### config.mk
export PLATFORM = sky130hd
export DESIGN_NAME = datagram_connection_tracker
export DESIGN_NICKNAME = d
export VERILOG_FILES = /design/src/rtl/dct_pkg.sv /design/src/rtl/dct_step.sv /design/src/rtl/datagram_connection_tracker.sv
export SDC_FILE = /design/constraint.sdc
export NUM_CORES = 1
export LEC_CHECK = 0
export ABC_CLOCK_PERIOD_IN_PS = 8460
export BUFFER_PORTS_ARGS = -buffer_cell sky130_fd_sc_hd__clkbuf_2
export CAP_MARGIN = 25
export CORE_ASPECT_RATIO = 1.1
export CORE_MARGIN = 3
export CORE_UTILIZATION = 42
export CTS_CLUSTER_SIZE = 25
export DETAILED_ROUTE_END_ITERATION = 6
export GPL_ROUTABILITY_DRIVEN = 0
export MAX_ROUTING_LAYER = met4
export SLEW_MARGIN = 40
export SYNTH_ARGS = -nofsm -noshare
export SYNTH_HDL_FRONTEND = slang
export SYNTH_SLANG_ARGS = --single-unit
### constraint.sdc
create_clock -name clk_i -period 8.46 [get_ports clk_i]
set_input_delay 1.692 -clock clk_i [delete_from_list [all_inputs] [get_ports clk_i]]
set_output_delay 1.692 -clock clk_i [all_outputs]
set_load 0.1 [all_outputs]
### src/rtl/dct_pkg.sv
// Shared types and constants for the datagram connection tracker.
// No dependencies; used by dct_step and datagram_connection_tracker.
package dct_pkg;

  // Command codes carried on the input stream.
  typedef enum logic [2:0] {
    CMD_TICK    = 3'd0,
    CMD_LISTEN  = 3'd1,
    CMD_CONNECT = 3'd2,
    CMD_STOP    = 3'd3,
    CMD_RX_BYTE = 3'd4
  } cmd_e;

  // Link state as reported on every result word.
  typedef enum logic [2:0] {
    ST_DISCONNECTED = 3'd0,
    ST_LISTENING    = 3'd1,
    ST_CONNECTING   = 3'd2,
    ST_CONNECT_FAIL = 3'd3,
    ST_CONNECTED    = 3'd4
  } link_state_e;

  // Role of this end of the link.
  typedef enum logic [1:0] {
    MODE_NONE   = 2'd0,
    MODE_CLIENT = 2'd1,
    MODE_SERVER = 2'd2
  } link_mode_e;

  // Configuration register indexes.
  localparam logic CFG_PROTOCOL_ID   = 1'b0;
  localparam logic CFG_TIMEOUT_LIMIT = 1'b1;

  localparam logic [15:0] TIMEOUT_RESET = 16'd1000;
  localparam int unsigned HEADER_BYTES  = 4;
  localparam int unsigned ELAPSED_W     = 17;

  // One input word, unpacked.
  typedef struct packed {
    logic [2:0]  command;
    logic [15:0] tick_amount;
    logic [31:0] peer_ip;
    logic [15:0] peer_port;
    logic [7:0]  rx_data;
    logic        rx_first;
    logic        rx_last;
  } item_t;

  // Configuration registers.
  typedef struct packed {
    logic [31:0] protocol_id;
    logic [15:0] timeout_limit;
  } cfg_t;

  // One result word, unpacked.
  typedef struct packed {
    link_state_e link_state;
    link_mode_e  link_mode;
    logic        payload_valid;
    logic [7:0]  payload_byte;
    logic        payload_end;
    logic        connect_event;
    logic        disconnect_event;
  } result_t;

endpackage

### src/rtl/dct_step.sv
// Connection state registers and the combinational step logic for one word.
// Depends on dct_pkg for the item, config and result types.
module dct_step #(
  parameter int unsigned MAX_PAYLOAD = 1024
) (
  input  logic            clk_i,
  input  logic            rst_ni,
  input  logic            step_en_i,
  input  dct_pkg::item_t  item_i,
  input  dct_pkg::cfg_t   cfg_i,
  output dct_pkg::result_t result_o
);

  localparam int unsigned LIMIT = dct_pkg::HEADER_BYTES + MAX_PAYLOAD;
  localparam int unsigned POS_W = $clog2(LIMIT + 1);
  localparam int unsigned EL_W  = dct_pkg::ELAPSED_W;

  dct_pkg::link_state_e state_q, state_d;
  dct_pkg::link_mode_e  mode_q, mode_d;
  logic [31:0]          remote_ip_q, remote_ip_d;
  logic [15:0]          remote_port_q, remote_port_d;
  logic [EL_W-1:0]      elapsed_q, elapsed_d;
  logic [POS_W-1:0]     pos_q, pos_d;
  logic                 pkt_ok_q, pkt_ok_d;

  logic [EL_W:0]        tick_sum;
  logic [EL_W-1:0]      tick_sat;
  logic                 timed_out;
  logic                 was_conn;
  logic                 open_now;
  logic [POS_W-1:0]     pos;
  logic [7:0]           hdr_byte;
  logic                 in_header;
  logic                 in_payload;
  logic                 accepted;
  logic                 from_peer;

  // Saturating elapsed-time add and the timeout compare.
  assign tick_sum  = (EL_W+1)'(elapsed_q) + (EL_W+1)'(item_i.tick_amount);
  assign tick_sat  = tick_sum[EL_W] ? {EL_W{1'b1}} : tick_sum[EL_W-1:0];
  assign timed_out = tick_sat > EL_W'(cfg_i.timeout_limit);
  assign was_conn  = (state_q == dct_pkg::ST_CONNECTED);

  // Packet framing: a first byte opens a packet at position zero.
  assign open_now   = item_i.rx_first | pkt_ok_q;
  assign pos        = item_i.rx_first ? '0 : pos_q;
  assign in_header  = pos < POS_W'(dct_pkg::HEADER_BYTES);
  assign in_payload = !in_header && (pos < POS_W'(LIMIT));

  // Expected header byte, most significant byte of the id first.
  always_comb begin
    case (pos[1:0])
      2'd0:    hdr_byte = cfg_i.protocol_id[31:24];
      2'd1:    hdr_byte = cfg_i.protocol_id[23:16];
      2'd2:    hdr_byte = cfg_i.protocol_id[15:8];
      default: hdr_byte = cfg_i.protocol_id[7:0];
    endcase
  end

  // A server that is not connected takes the first valid sender as its peer.
  assign accepted  = (mode_q == dct_pkg::MODE_SERVER) && !was_conn;
  assign from_peer = accepted ||
                     ((item_i.peer_ip == remote_ip_q) && (item_i.peer_port == remote_port_q));

  // Next state and result for the word in hand.
  always_comb begin
    state_d       = state_q;
    mode_d        = mode_q;
    remote_ip_d   = remote_ip_q;
    remote_port_d = remote_port_q;
    elapsed_d     = elapsed_q;
    pos_d         = pos_q;
    pkt_ok_d      = pkt_ok_q;
    result_o      = '0;

    unique case (item_i.command)
      dct_pkg::CMD_TICK: begin
        elapsed_d = tick_sat;
        if (timed_out && (state_q == dct_pkg::ST_CONNECTING || was_conn)) begin
          state_d                   = was_conn ? dct_pkg::ST_DISCONNECTED
                                               : dct_pkg::ST_CONNECT_FAIL;
          elapsed_d                 = '0;
          remote_ip_d               = '0;
          remote_port_d             = '0;
          result_o.disconnect_event = 1'b1;
        end
      end
      dct_pkg::CMD_LISTEN: begin
        state_d                   = dct_pkg::ST_LISTENING;
        mode_d                    = dct_pkg::MODE_SERVER;
        elapsed_d                 = '0;
        remote_ip_d               = '0;
        remote_port_d             = '0;
        result_o.disconnect_event = was_conn;
      end
      dct_pkg::CMD_CONNECT: begin
        state_d                   = dct_pkg::ST_CONNECTING;
        mode_d                    = dct_pkg::MODE_CLIENT;
        elapsed_d                 = '0;
        remote_ip_d               = item_i.peer_ip;
        remote_port_d             = item_i.peer_port;
        result_o.disconnect_event = was_conn;
      end
      dct_pkg::CMD_STOP: begin
        state_d                   = dct_pkg::ST_DISCONNECTED;
        elapsed_d                 = '0;
        remote_ip_d               = '0;
        remote_port_d             = '0;
        result_o.disconnect_event = was_conn;
      end
      dct_pkg::CMD_RX_BYTE: begin
        if (open_now) begin
          pkt_ok_d = !item_i.rx_last;
          if (in_header) begin
            if (hdr_byte != item_i.rx_data) begin
              pkt_ok_d = 1'b0;
            end
          end else if (in_payload) begin
            if (accepted) begin
              state_d                = dct_pkg::ST_CONNECTED;
              remote_ip_d            = item_i.peer_ip;
              remote_port_d          = item_i.peer_port;
              result_o.connect_event = 1'b1;
            end
            if (from_peer) begin
              if (mode_q == dct_pkg::MODE_CLIENT && state_q == dct_pkg::ST_CONNECTING) begin
                state_d                = dct_pkg::ST_CONNECTED;
                result_o.connect_event = 1'b1;
              end
              elapsed_d              = '0;
              result_o.payload_valid = 1'b1;
              result_o.payload_byte  = item_i.rx_data;
              result_o.payload_end   = item_i.rx_last || (pos == POS_W'(LIMIT - 1));
            end
          end
          pos_d = (pos < POS_W'(LIMIT)) ? pos + POS_W'(1) : pos;
        end
      end
      default: begin
        // Unassigned command codes leave everything as it is.
      end
    endcase

    result_o.link_state = state_d;
    result_o.link_mode  = mode_d;
  end

  // State update, one word per enabled cycle.
  always_ff @(posedge clk_i or negedge rst_ni) begin
    if (!rst_ni) begin
      state_q       <= dct_pkg::ST_DISCONNECTED;
      mode_q        <= dct_pkg::MODE_NONE;
      remote_ip_q   <= '0;
      remote_port_q <= '0;
      elapsed_q     <= '0;
      pos_q         <= '0;
      pkt_ok_q      <= 1'b0;
    end else if (step_en_i) begin
      state_q       <= state_d;
      mode_q        <= mode_d;
      remote_ip_q   <= remote_ip_d;
      remote_port_q <= remote_port_d;
      elapsed_q     <= elapsed_d;
      pos_q         <= pos_d;
      pkt_ok_q      <= pkt_ok_d;
    end
  end

endmodule

### src/rtl/datagram_connection_tracker.sv
// Top level of the datagram connection tracker: stream ports, config registers,
// input and output registers. Depends on dct_pkg and dct_step.
//
//  Channel   Direction  Carries
//  s_axis    in         one command word (tick, listen, connect, stop, rx byte)
//  m_axis    out        one result word per command word
//  cfg       in         register writes: 0 protocol_id, 1 timeout_limit
//
// A word is registered in the input register on acceptance and its result is
// registered in the output register when it advances; one word per cycle is
// sustained while m_axis does not stall. The rate is set by the single step of
// dct_step between the two registers. Reset clears the link state and both valid
// flags at once and loads the config reset values; the data registers are not
// reset. A stall on m_axis holds the result word; s_axis keeps accepting until the input register is also full.
module datagram_connection_tracker #(
  parameter int unsigned MAX_PAYLOAD = 1024
) (
  input  logic        clk_i,
  input  logic        rst_ni,
  // Input stream.
  input  logic        s_axis_tvalid,
  output logic        s_axis_tready,
  // tdata: tick_amount[15:0], peer_ip[47:16], peer_port[63:48], rx_data[71:64]
  input  logic [71:0] s_axis_tdata,
  // tuser: command[2:0], rx_first[3]
  input  logic [3:0]  s_axis_tuser,
  input  logic        s_axis_tlast,
  // Output stream.
  output logic        m_axis_tvalid,
  input  logic        m_axis_tready,
  // tdata: link_state[2:0], link_mode[4:3], payload_byte[12:5],
  //        connect_event[13], disconnect_event[14], zero[15]
  output logic [15:0] m_axis_tdata,
  // tuser: payload_valid[0]
  output logic        m_axis_tuser,
  output logic        m_axis_tlast,
  // Configuration write port.
  input  logic        cfg_we_i,
  input  logic        cfg_index_i,
  input  logic [31:0] cfg_data_i
);

  dct_pkg::cfg_t    cfg_q;
  dct_pkg::item_t   in_item_q;
  logic             in_valid_q;
  dct_pkg::result_t step_res;
  dct_pkg::result_t out_res_q;
  logic             out_valid_q;
  logic             advance;
  logic             in_take;

  // Move the input word into the step when the output register can take it.
  assign advance       = in_valid_q && (!out_valid_q || m_axis_tready);
  assign s_axis_tready = !in_valid_q || advance;
  assign in_take       = s_axis_tvalid && s_axis_tready;

  // Configuration registers.
  always_ff @(posedge clk_i or negedge rst_ni) begin
    if (!rst_ni) begin
      cfg_q.protocol_id   <= '0;
      cfg_q.timeout_limit <= dct_pkg::TIMEOUT_RESET;
    end else if (cfg_we_i) begin
      unique case (cfg_index_i)
        dct_pkg::CFG_PROTOCOL_ID:   cfg_q.protocol_id   <= cfg_data_i;
        dct_pkg::CFG_TIMEOUT_LIMIT: cfg_q.timeout_limit <= cfg_data_i[15:0];
        default: ;
      endcase
    end
  end

  // Input register.
  always_ff @(posedge clk_i or negedge rst_ni) begin
    if (!rst_ni) begin
      in_valid_q <= 1'b0;
    end else if (s_axis_tready) begin
      in_valid_q <= s_axis_tvalid;
    end
  end

  always_ff @(posedge clk_i) begin
    if (in_take) begin
      in_item_q.command     <= s_axis_tuser[2:0];
      in_item_q.tick_amount <= s_axis_tdata[15:0];
      in_item_q.peer_ip     <= s_axis_tdata[47:16];
      in_item_q.peer_port   <= s_axis_tdata[63:48];
      in_item_q.rx_data     <= s_axis_tdata[71:64];
      in_item_q.rx_first    <= s_axis_tuser[3];
      in_item_q.rx_last     <= s_axis_tlast;
    end
  end

  // Connection state and step logic.
  dct_step #(
    .MAX_PAYLOAD (MAX_PAYLOAD)
  ) u_step (
    .clk_i     (clk_i),
    .rst_ni    (rst_ni),
    .step_en_i (advance),
    .item_i    (in_item_q),
    .cfg_i     (cfg_q),
    .result_o  (step_res)
  );

  // Output register.
  always_ff @(posedge clk_i or negedge rst_ni) begin
    if (!rst_ni) begin
      out_valid_q <= 1'b0;
    end else if (advance) begin
      out_valid_q <= 1'b1;
    end else if (m_axis_tready) begin
      out_valid_q <= 1'b0;
    end
  end

  always_ff @(posedge clk_i) begin
    if (advance) begin
      out_res_q <= step_res;
    end
  end

  // Result word packing.
  assign m_axis_tvalid = out_valid_q;
  assign m_axis_tdata  = {1'b0, out_res_q.disconnect_event, out_res_q.connect_event,
                          out_res_q.payload_byte, out_res_q.link_mode,
                          out_res_q.link_state};
  assign m_axis_tuser  = out_res_q.payload_valid;
  assign m_axis_tlast  = out_res_q.payload_end;

`ifndef SYNTHESIS
  // Input backs up only while a finished word waits downstream.
  assert property (@(posedge clk_i) disable iff (!rst_ni)
    !s_axis_tready |-> (m_axis_tvalid && !m_axis_tready))
    else $error("input stalled without an output stall");

  // A connect event always reports the connected state.
  assert property (@(posedge clk_i) disable iff (!rst_ni)
    (m_axis_tvalid && m_axis_tdata[13]) |-> (m_axis_tdata[2:0] == 3'(dct_pkg::ST_CONNECTED)))
    else $error("connect event without connected state");

  // Connect and disconnect never pulse together.
  assert property (@(posedge clk_i) disable iff (!rst_ni)
    m_axis_tvalid |-> !(m_axis_tdata[13] && m_axis_tdata[14]))
    else $error("connect and disconnect in one word");

  // Payload end and byte are only set alongside valid payload.
  assert property (@(posedge clk_i) disable iff (!rst_ni)
    (m_axis_tvalid && !m_axis_tuser) |-> (!m_axis_tlast && m_axis_tdata[12:5] == 8'h00))
    else $error("payload fields set without payload_valid");
`endif

endmodule
=== Word-level counts from Yosys, hierarchy flattened ===
Index checks and enable logic that the tools add are counted.

* Logic and storage cells: 128
* Output and inout port bits: 20
* Register bits: 226
* Input bits: 115

* Eq/ne operators: 20
* Bitwise gates (word level): 6
* Order comparisons: 3
* Multiplexer cells: 41
* Reductions and logical operators: 31
* Add/subtract/negate cells: 2

{| class="wikitable"
|+ Operators by type and width
! cell !! number
|-
| 2-to-1 mux 32 bit || 5
|-
| one-hot mux 32 bit (4 select lines) || 1
|-
| 2-to-1 mux 17 bit || 6
|-
| 2-to-1 mux 16 bit || 5
|-
| one-hot mux 16 bit (4 select lines) || 1
|-
| one-hot mux 17 bit (3 select lines) || 1
|-
| 2-to-1 mux 11 bit || 3
|-
| equality test 32 bit || 1
|-
| one-hot mux 8 bit (3 select lines) || 1
|-
| 2-to-1 mux 3 bit || 7
|-
| adder 17 x 16 -> 18 bit || 1
|-
| > comparator 17 x 16 -> 1 bit || 1
|-
| equality test 16 bit || 1
|-
| one-hot mux 3 bit (5 select lines) || 1
|-
| adder 11 x 1 -> 11 bit (second input constant) || 1
|-
| equality test 11 bit (second input constant) || 1
|-
| less-than comparator 11 bit (second input constant) || 1
|-
| less-than comparator 11 x 3 -> 1 bit (second input constant) || 1
|-
| != test 2 x 1 -> 1 bit (second input constant) || 5
|-
| equality test 3 x 2 -> 1 bit (second input constant) || 3
|-
| != test 8 bit || 1
|-
| logical AND 1 bit || 7
|-
| 2-to-1 mux 1 bit || 7
|-
| AND reduction 7 bit || 1
|-
| 24 further kinds || 40
|}

=== Logic depth before layout (Yosys ltp) ===
* Depth after elaboration: 10
* Gate-level depth with buffers: 20
* Depth with buffers taken out: 17

=== By module ===
Synthesis repeated with hierarchy kept, for this count alone.

* Cell total of the unflattened synthesis: 846
* Area, all modules: 10672.7 um^2

{| class="wikitable"
|+ By module, submodules not included
! module !! sequential area each (um^2) !! instances !! area each (um^2) !! cells an instance
|-
| dct_step || 2052.0 || 1 || 5801.8 || 639
|-
| datagram_connection_tracker || 4081.4 || 1 || 4870.9 || 207
|}

=== Worst setup path before layout ===
OpenSTA, ideal clock, no wires.

* Kind: input -> register
* Start point: input port m_axis_tready
* End point: register in_item_q[0] (netlist name) (enable)
* Stages on the path: 2
* Data required time: 8.017 ns
* Path buffers: 0
* Slack: 3.630 ns
* Library setup time: 0.443 ns
* Data arrival time: 4.386 ns
* Path through: nand3b_1 -> and2_1

* Longest elaborated chain between the ends: 4

{| class="wikitable"
|+ Ends and longest elaborated chain
! what !! line !! RTL
|-
| start, declared || datagram_connection_tracker.sv:30 || <nowiki>input logic m_axis_tready,</nowiki>
|-
| logical OR 1 bit || datagram_connection_tracker.sv:53 || <nowiki>assign advance = in_valid_q && (!out_valid_q || m_axis_tready);</nowiki>
|-
| logical AND 1 bit || datagram_connection_tracker.sv:53 ||
|-
| logical OR 1 bit || datagram_connection_tracker.sv:54 || <nowiki>assign s_axis_tready = !in_valid_q || advance;</nowiki>
|-
| logical AND 1 bit || datagram_connection_tracker.sv:55 || <nowiki>assign in_take = s_axis_tvalid && s_axis_tready;</nowiki>
|-
| named net in_take || datagram_connection_tracker.sv:50 || <nowiki>logic in_take;</nowiki>
|-
| end, declared || datagram_connection_tracker.sv:44 || <nowiki>dct_pkg::item_t in_item_q;</nowiki>
|}

The timed path passes the listed nets, and every way through them passes these cells.
A chain may end at the register's enable or synchronous reset.

=== Worst setup path in the final report ===
* Start point: register in_item_q[58] (netlist name)
* End point: register u_step.elapsed_q[16]

* Longest elaborated chain between the ends: 6

{| class="wikitable"
|+ Ends and longest elaborated chain
! what !! line !! RTL
|-
| adder 17 x 16 -> 18 bit (*) || dct_step.sv:39 || <nowiki>assign tick_sum = (EL_W+1)'(elapsed_q) + (EL_W+1)'(item_i.tick_amount);</nowiki>
|-
| 2-to-1 mux 17 bit (*) || dct_step.sv:40 || <nowiki>assign tick_sat = tick_sum[EL_W] ? {EL_W{1'b1}} : tick_sum[EL_W-1:0];</nowiki>
|-
| > comparator 17 x 16 -> 1 bit || dct_step.sv:41 || <nowiki>assign timed_out = tick_sat > EL_W'(cfg_i.timeout_limit);</nowiki>
|-
| logical AND 1 bit || dct_step.sv:79 || <nowiki>if (timed_out && (state_q == dct_pkg::ST_CONNECTING || was_conn)) begin</nowiki>
|-
| 2-to-1 mux 17 bit (*) || dct_step.sv:79 ||
|-
| one-hot mux 17 bit (3 select lines) (*) || dct_step.sv:76 || <nowiki>unique case (item_i.command)</nowiki>
|-
| end signal, assigned || dct_step.sv:163 || <nowiki>elapsed_q <= elapsed_d;</nowiki>
|-
| end, declared || dct_step.sv:22 || <nowiki>logic [EL_W-1:0] elapsed_q, elapsed_d;</nowiki>
|}

Every way passes the cells marked *; elsewhere a longest branch is shown, timed or not.

==> reports/metrics.csv <==
metric;value;unit
outcome;completed;
RSZ-0062 raised after global routing;false;
drt first-iter violations;260;
antenna violations before repair;0;
CTS Buf Count;25;
post-DP HPWL;15100;um
gr usage total;0.170;
layout cell share with drive strength beyond 1;0.258;
Final Setup Violations;0;
Crit Path Class;flip-flop to flip-flop;
first-pass GRT wire length;35200;um
simple-gate share of the synthesized area;0.0753;
Slew headroom;0.478;
r2r endpoint;u_step.elapsed_q[16]$_DFFE_PN0P_;
vias;6580;
R2R Path Start;in_item_q[58]$_DFFE_PP_;
Worst Path Max Fanout;17;
WP data required;8920;ps
Global Route met1 Usage;0.238;
hold buffer count at CTS;0;
TritonCTS clock tree;done;
synthesized instance count;791;
Top FF cell, synth;dfrtp_1;
grt met2 use;0.260;
most common cell after layout, fill and taps aside;clkbuf_2;
maximum VDD drop;0.205;mV
Worst Setup SP;in_item_q[58]$_DFFE_PP_;
drt pass-1 iters;5;
Routed WL per cell;17.3;um
Post-synth EDFFs;94;
mapped cell area;10300;um2
Avg Vias per Cell;5.27;
min-delay src;in_valid_q$_DFFE_PN0N_;
Netlist cell types;67;
Leakage;0.00520;uW
post-synthesis compound-gate area fraction;0.132;
Post-CTS Setup Inserts;0;
Max Root-Sink Buffers;3;
Placed Area;11300;um2
total gr overflow;0;
Final ANT Viol Nets;0;
met3 usage;0.0267;
CTS root buffer;clkbuf_16;
vias in the first global route;6577;
Synth Area in XOR/XNOR;0.0680;
DRC;0;
total of max-cap violations;0;
fin area;12200;um2
CP startpoint kind;flip-flop;
clk_skew;11.6;ps
row count;59;
class of the worst hold path;flip-flop to flip-flop;
die area;26400;um2
largest family of logic cells by synthesized area;compound AO/OA/AOI/OAI gates;
Post-synth ARST share;0.584;
Slew @ Worst Pin;781;ps
Crit. End Element;flip-flop;
worst r2r path cells;15;
final hold vios;0;
Worst-path clk slew;60;ps
GRT busiest layer;met2;
H-tree levels;1;
port bufs;133;
Yosys Warn Count;0;
period utilization;0.589;
Post-Syn Nets;943;
IO Count;135;
die width;155;um
Post-CTS Resized;0;
WHS Endpoint;m_axis_tvalid$_DFFE_PN0P_;
largest net degree at the start of global routing;78;
Layout area overhead;18.1;%
Clk Latency, worst-skew pair;530;ps
Cells on Worst Hold Path;1;
# diodes;0;
adder-cell share of the synthesized area;0.0457;
die outline height;170;um
max frequency;201;MHz
final wirelength;21700;um
fin crit period;4990;ps
mux cell area share after synthesis;0.0537;
most frequent cells in the layout;132 x clkbuf_2, 126 x dfrtp_1, 94 x edfxtp_1, 66 x xnor2_1, 64 x a22o_1;
Core Box Area;23900;um2
worst path arrival time;5440;ps
NumNets Final;1077;
setup tns final;0;ps
Final Max Tran Viols;0;
sequential area share after synthesis;0.596;
Yosys reg bits;226;
Num Clock Sinks;226;
power per cell area;284;nW/um2
Reg2Reg Setup Slack;3470;ps
Avg Cell Area, Syn;13.0;um2
Initial Util;0.431;
[cell usage after synthesis, drive strengths merged (2+ instances only)]
library cell  number  share of area
mux2i              8         0.0078
nand2             45          0.016
dfstp              6          0.015
nor3               4         0.0024
buf               12         0.0086
nand3              8         0.0039
nand4             19          0.012
o21a               3         0.0022
ha                36          0.044
o21ai             27          0.013
and2              10         0.0061
edfxtp            94           0.27
a222oi             8         0.0078
o211ai             4         0.0029
clkbuf            21         0.0078
mux2              42          0.046
or2                4         0.0024
nor4               5         0.0030
a21o               7         0.0051
nand2b            23          0.014
or4                2         0.0018
a22o              64          0.054
nor2              15         0.0055
a31oi              6         0.0043
xor2              14          0.012
xnor2             66          0.056
inv               36          0.013
o22a               2         0.0017
a21oi             33          0.017
nor3b              2         0.0015
o22ai              9         0.0055
a211oi             4         0.0041
dfrtp            126           0.31
nor2b              3         0.0018
[how the worst max path moves through the flow]
stage,endpoint,slack [ps],depth (start not counted)
floorplan,in_item_q[0]$_DFFE_PP_,3630,2
global placement,u_step.elapsed_q[16]$_DFFE_PN0P_,3550,16
detailed placement,u_step.elapsed_q[16]$_DFFE_PN0P_,3590,15
CTS,u_step.elapsed_q[16]$_DFFE_PN0P_,3530,15
global route,u_step.elapsed_q[16]$_DFFE_PN0P_,3120,15
finish,u_step.elapsed_q[16]$_DFFE_PN0P_,3470,15
[per-stage QoR]
stage          std cells  hold slack, ps  total power, uW  setup slack, ps  utilization
3_5_place_dp        1203             476             2310             3590        0.471
3_3_place_gp        1203             464             2300             3550        0.471
4_1_cts             1249             488             3490             3530        0.508
6_report            1249             487             3450             3470        0.509
2_1_floorplan        791             457             2090             3630            -
5_1_grt             1249             517             3660             3120        0.509
[cell type report]
class                           count  area, um2
Clock inverter                     16        235
Timing Repair Buffer              140        732
Tap cell                          305        382
Inverter                           36        135
Clock buffer                       30        654
Fill cell                        2123      11800
Multi-Input combinational cell    496       3890
Sequential cell                   226       6130
[critical path, stage by stage (launching register included)]
cell,delay (ps)
edfxtp_1,370
ha_1,260
fa_1,440
a211oi_1,340
o211ai_1,210
a21oi_2,310
o21ai_0,180
xnor2_1,180
nand2b_1,100
ha_1,300
nand3_1,130
nor4_1,510
nand3_1,140
a211o_1,450
a211oi_4,730
a221o_1,270
[cells by family (layout without fill, tap and decap cells)]
kind of cell             count (synthesis)  count (layout)
flip-flops                             226             226
other                                    1               1
buffers and inverters                   69             222
AO/OA/AOI/OAI                          182             182
AND/OR/NAND/NOR                        146             146
multiplexers                            50              50
XOR/XNOR                                80              80
adder cells (fa/ha/maj)                 37              37
[routing by layer]
metal / up-vias / wire length, um
met1: 3185 / 10000
met4: 0 / 585
li1: 3192 / -
met5: - / 0
met2: 158 / 10000
met3: 45 / 1010
[power breakdown]
part / switching, uW / internal [uW] / total [uW]
Combinational: 460 / 374 / 835
Clock: 448 / 712 / 1160
Sequential: 127 / 1330 / 1460
Total: 1040 / 2420 / 3450
[flip-flops by register name, indices dropped and copies added (netlist names)]
name / cells
u_step.pos_q: 11
u_step.pkt_ok_q: 1
u_step.elapsed_q: 17
u_step.remote_ip_q: 32
cfg_q: 48
in_valid_q: 1
m_axis_tuser: 1
m_axis_tvalid: 1
u_step.state_q: 3
u_step.mode_q: 2
m_axis_tdata: 15
in_item_q: 77
m_axis_tlast: 1
u_step.remote_port_q: 16
(Power assumes the default switching activity.)
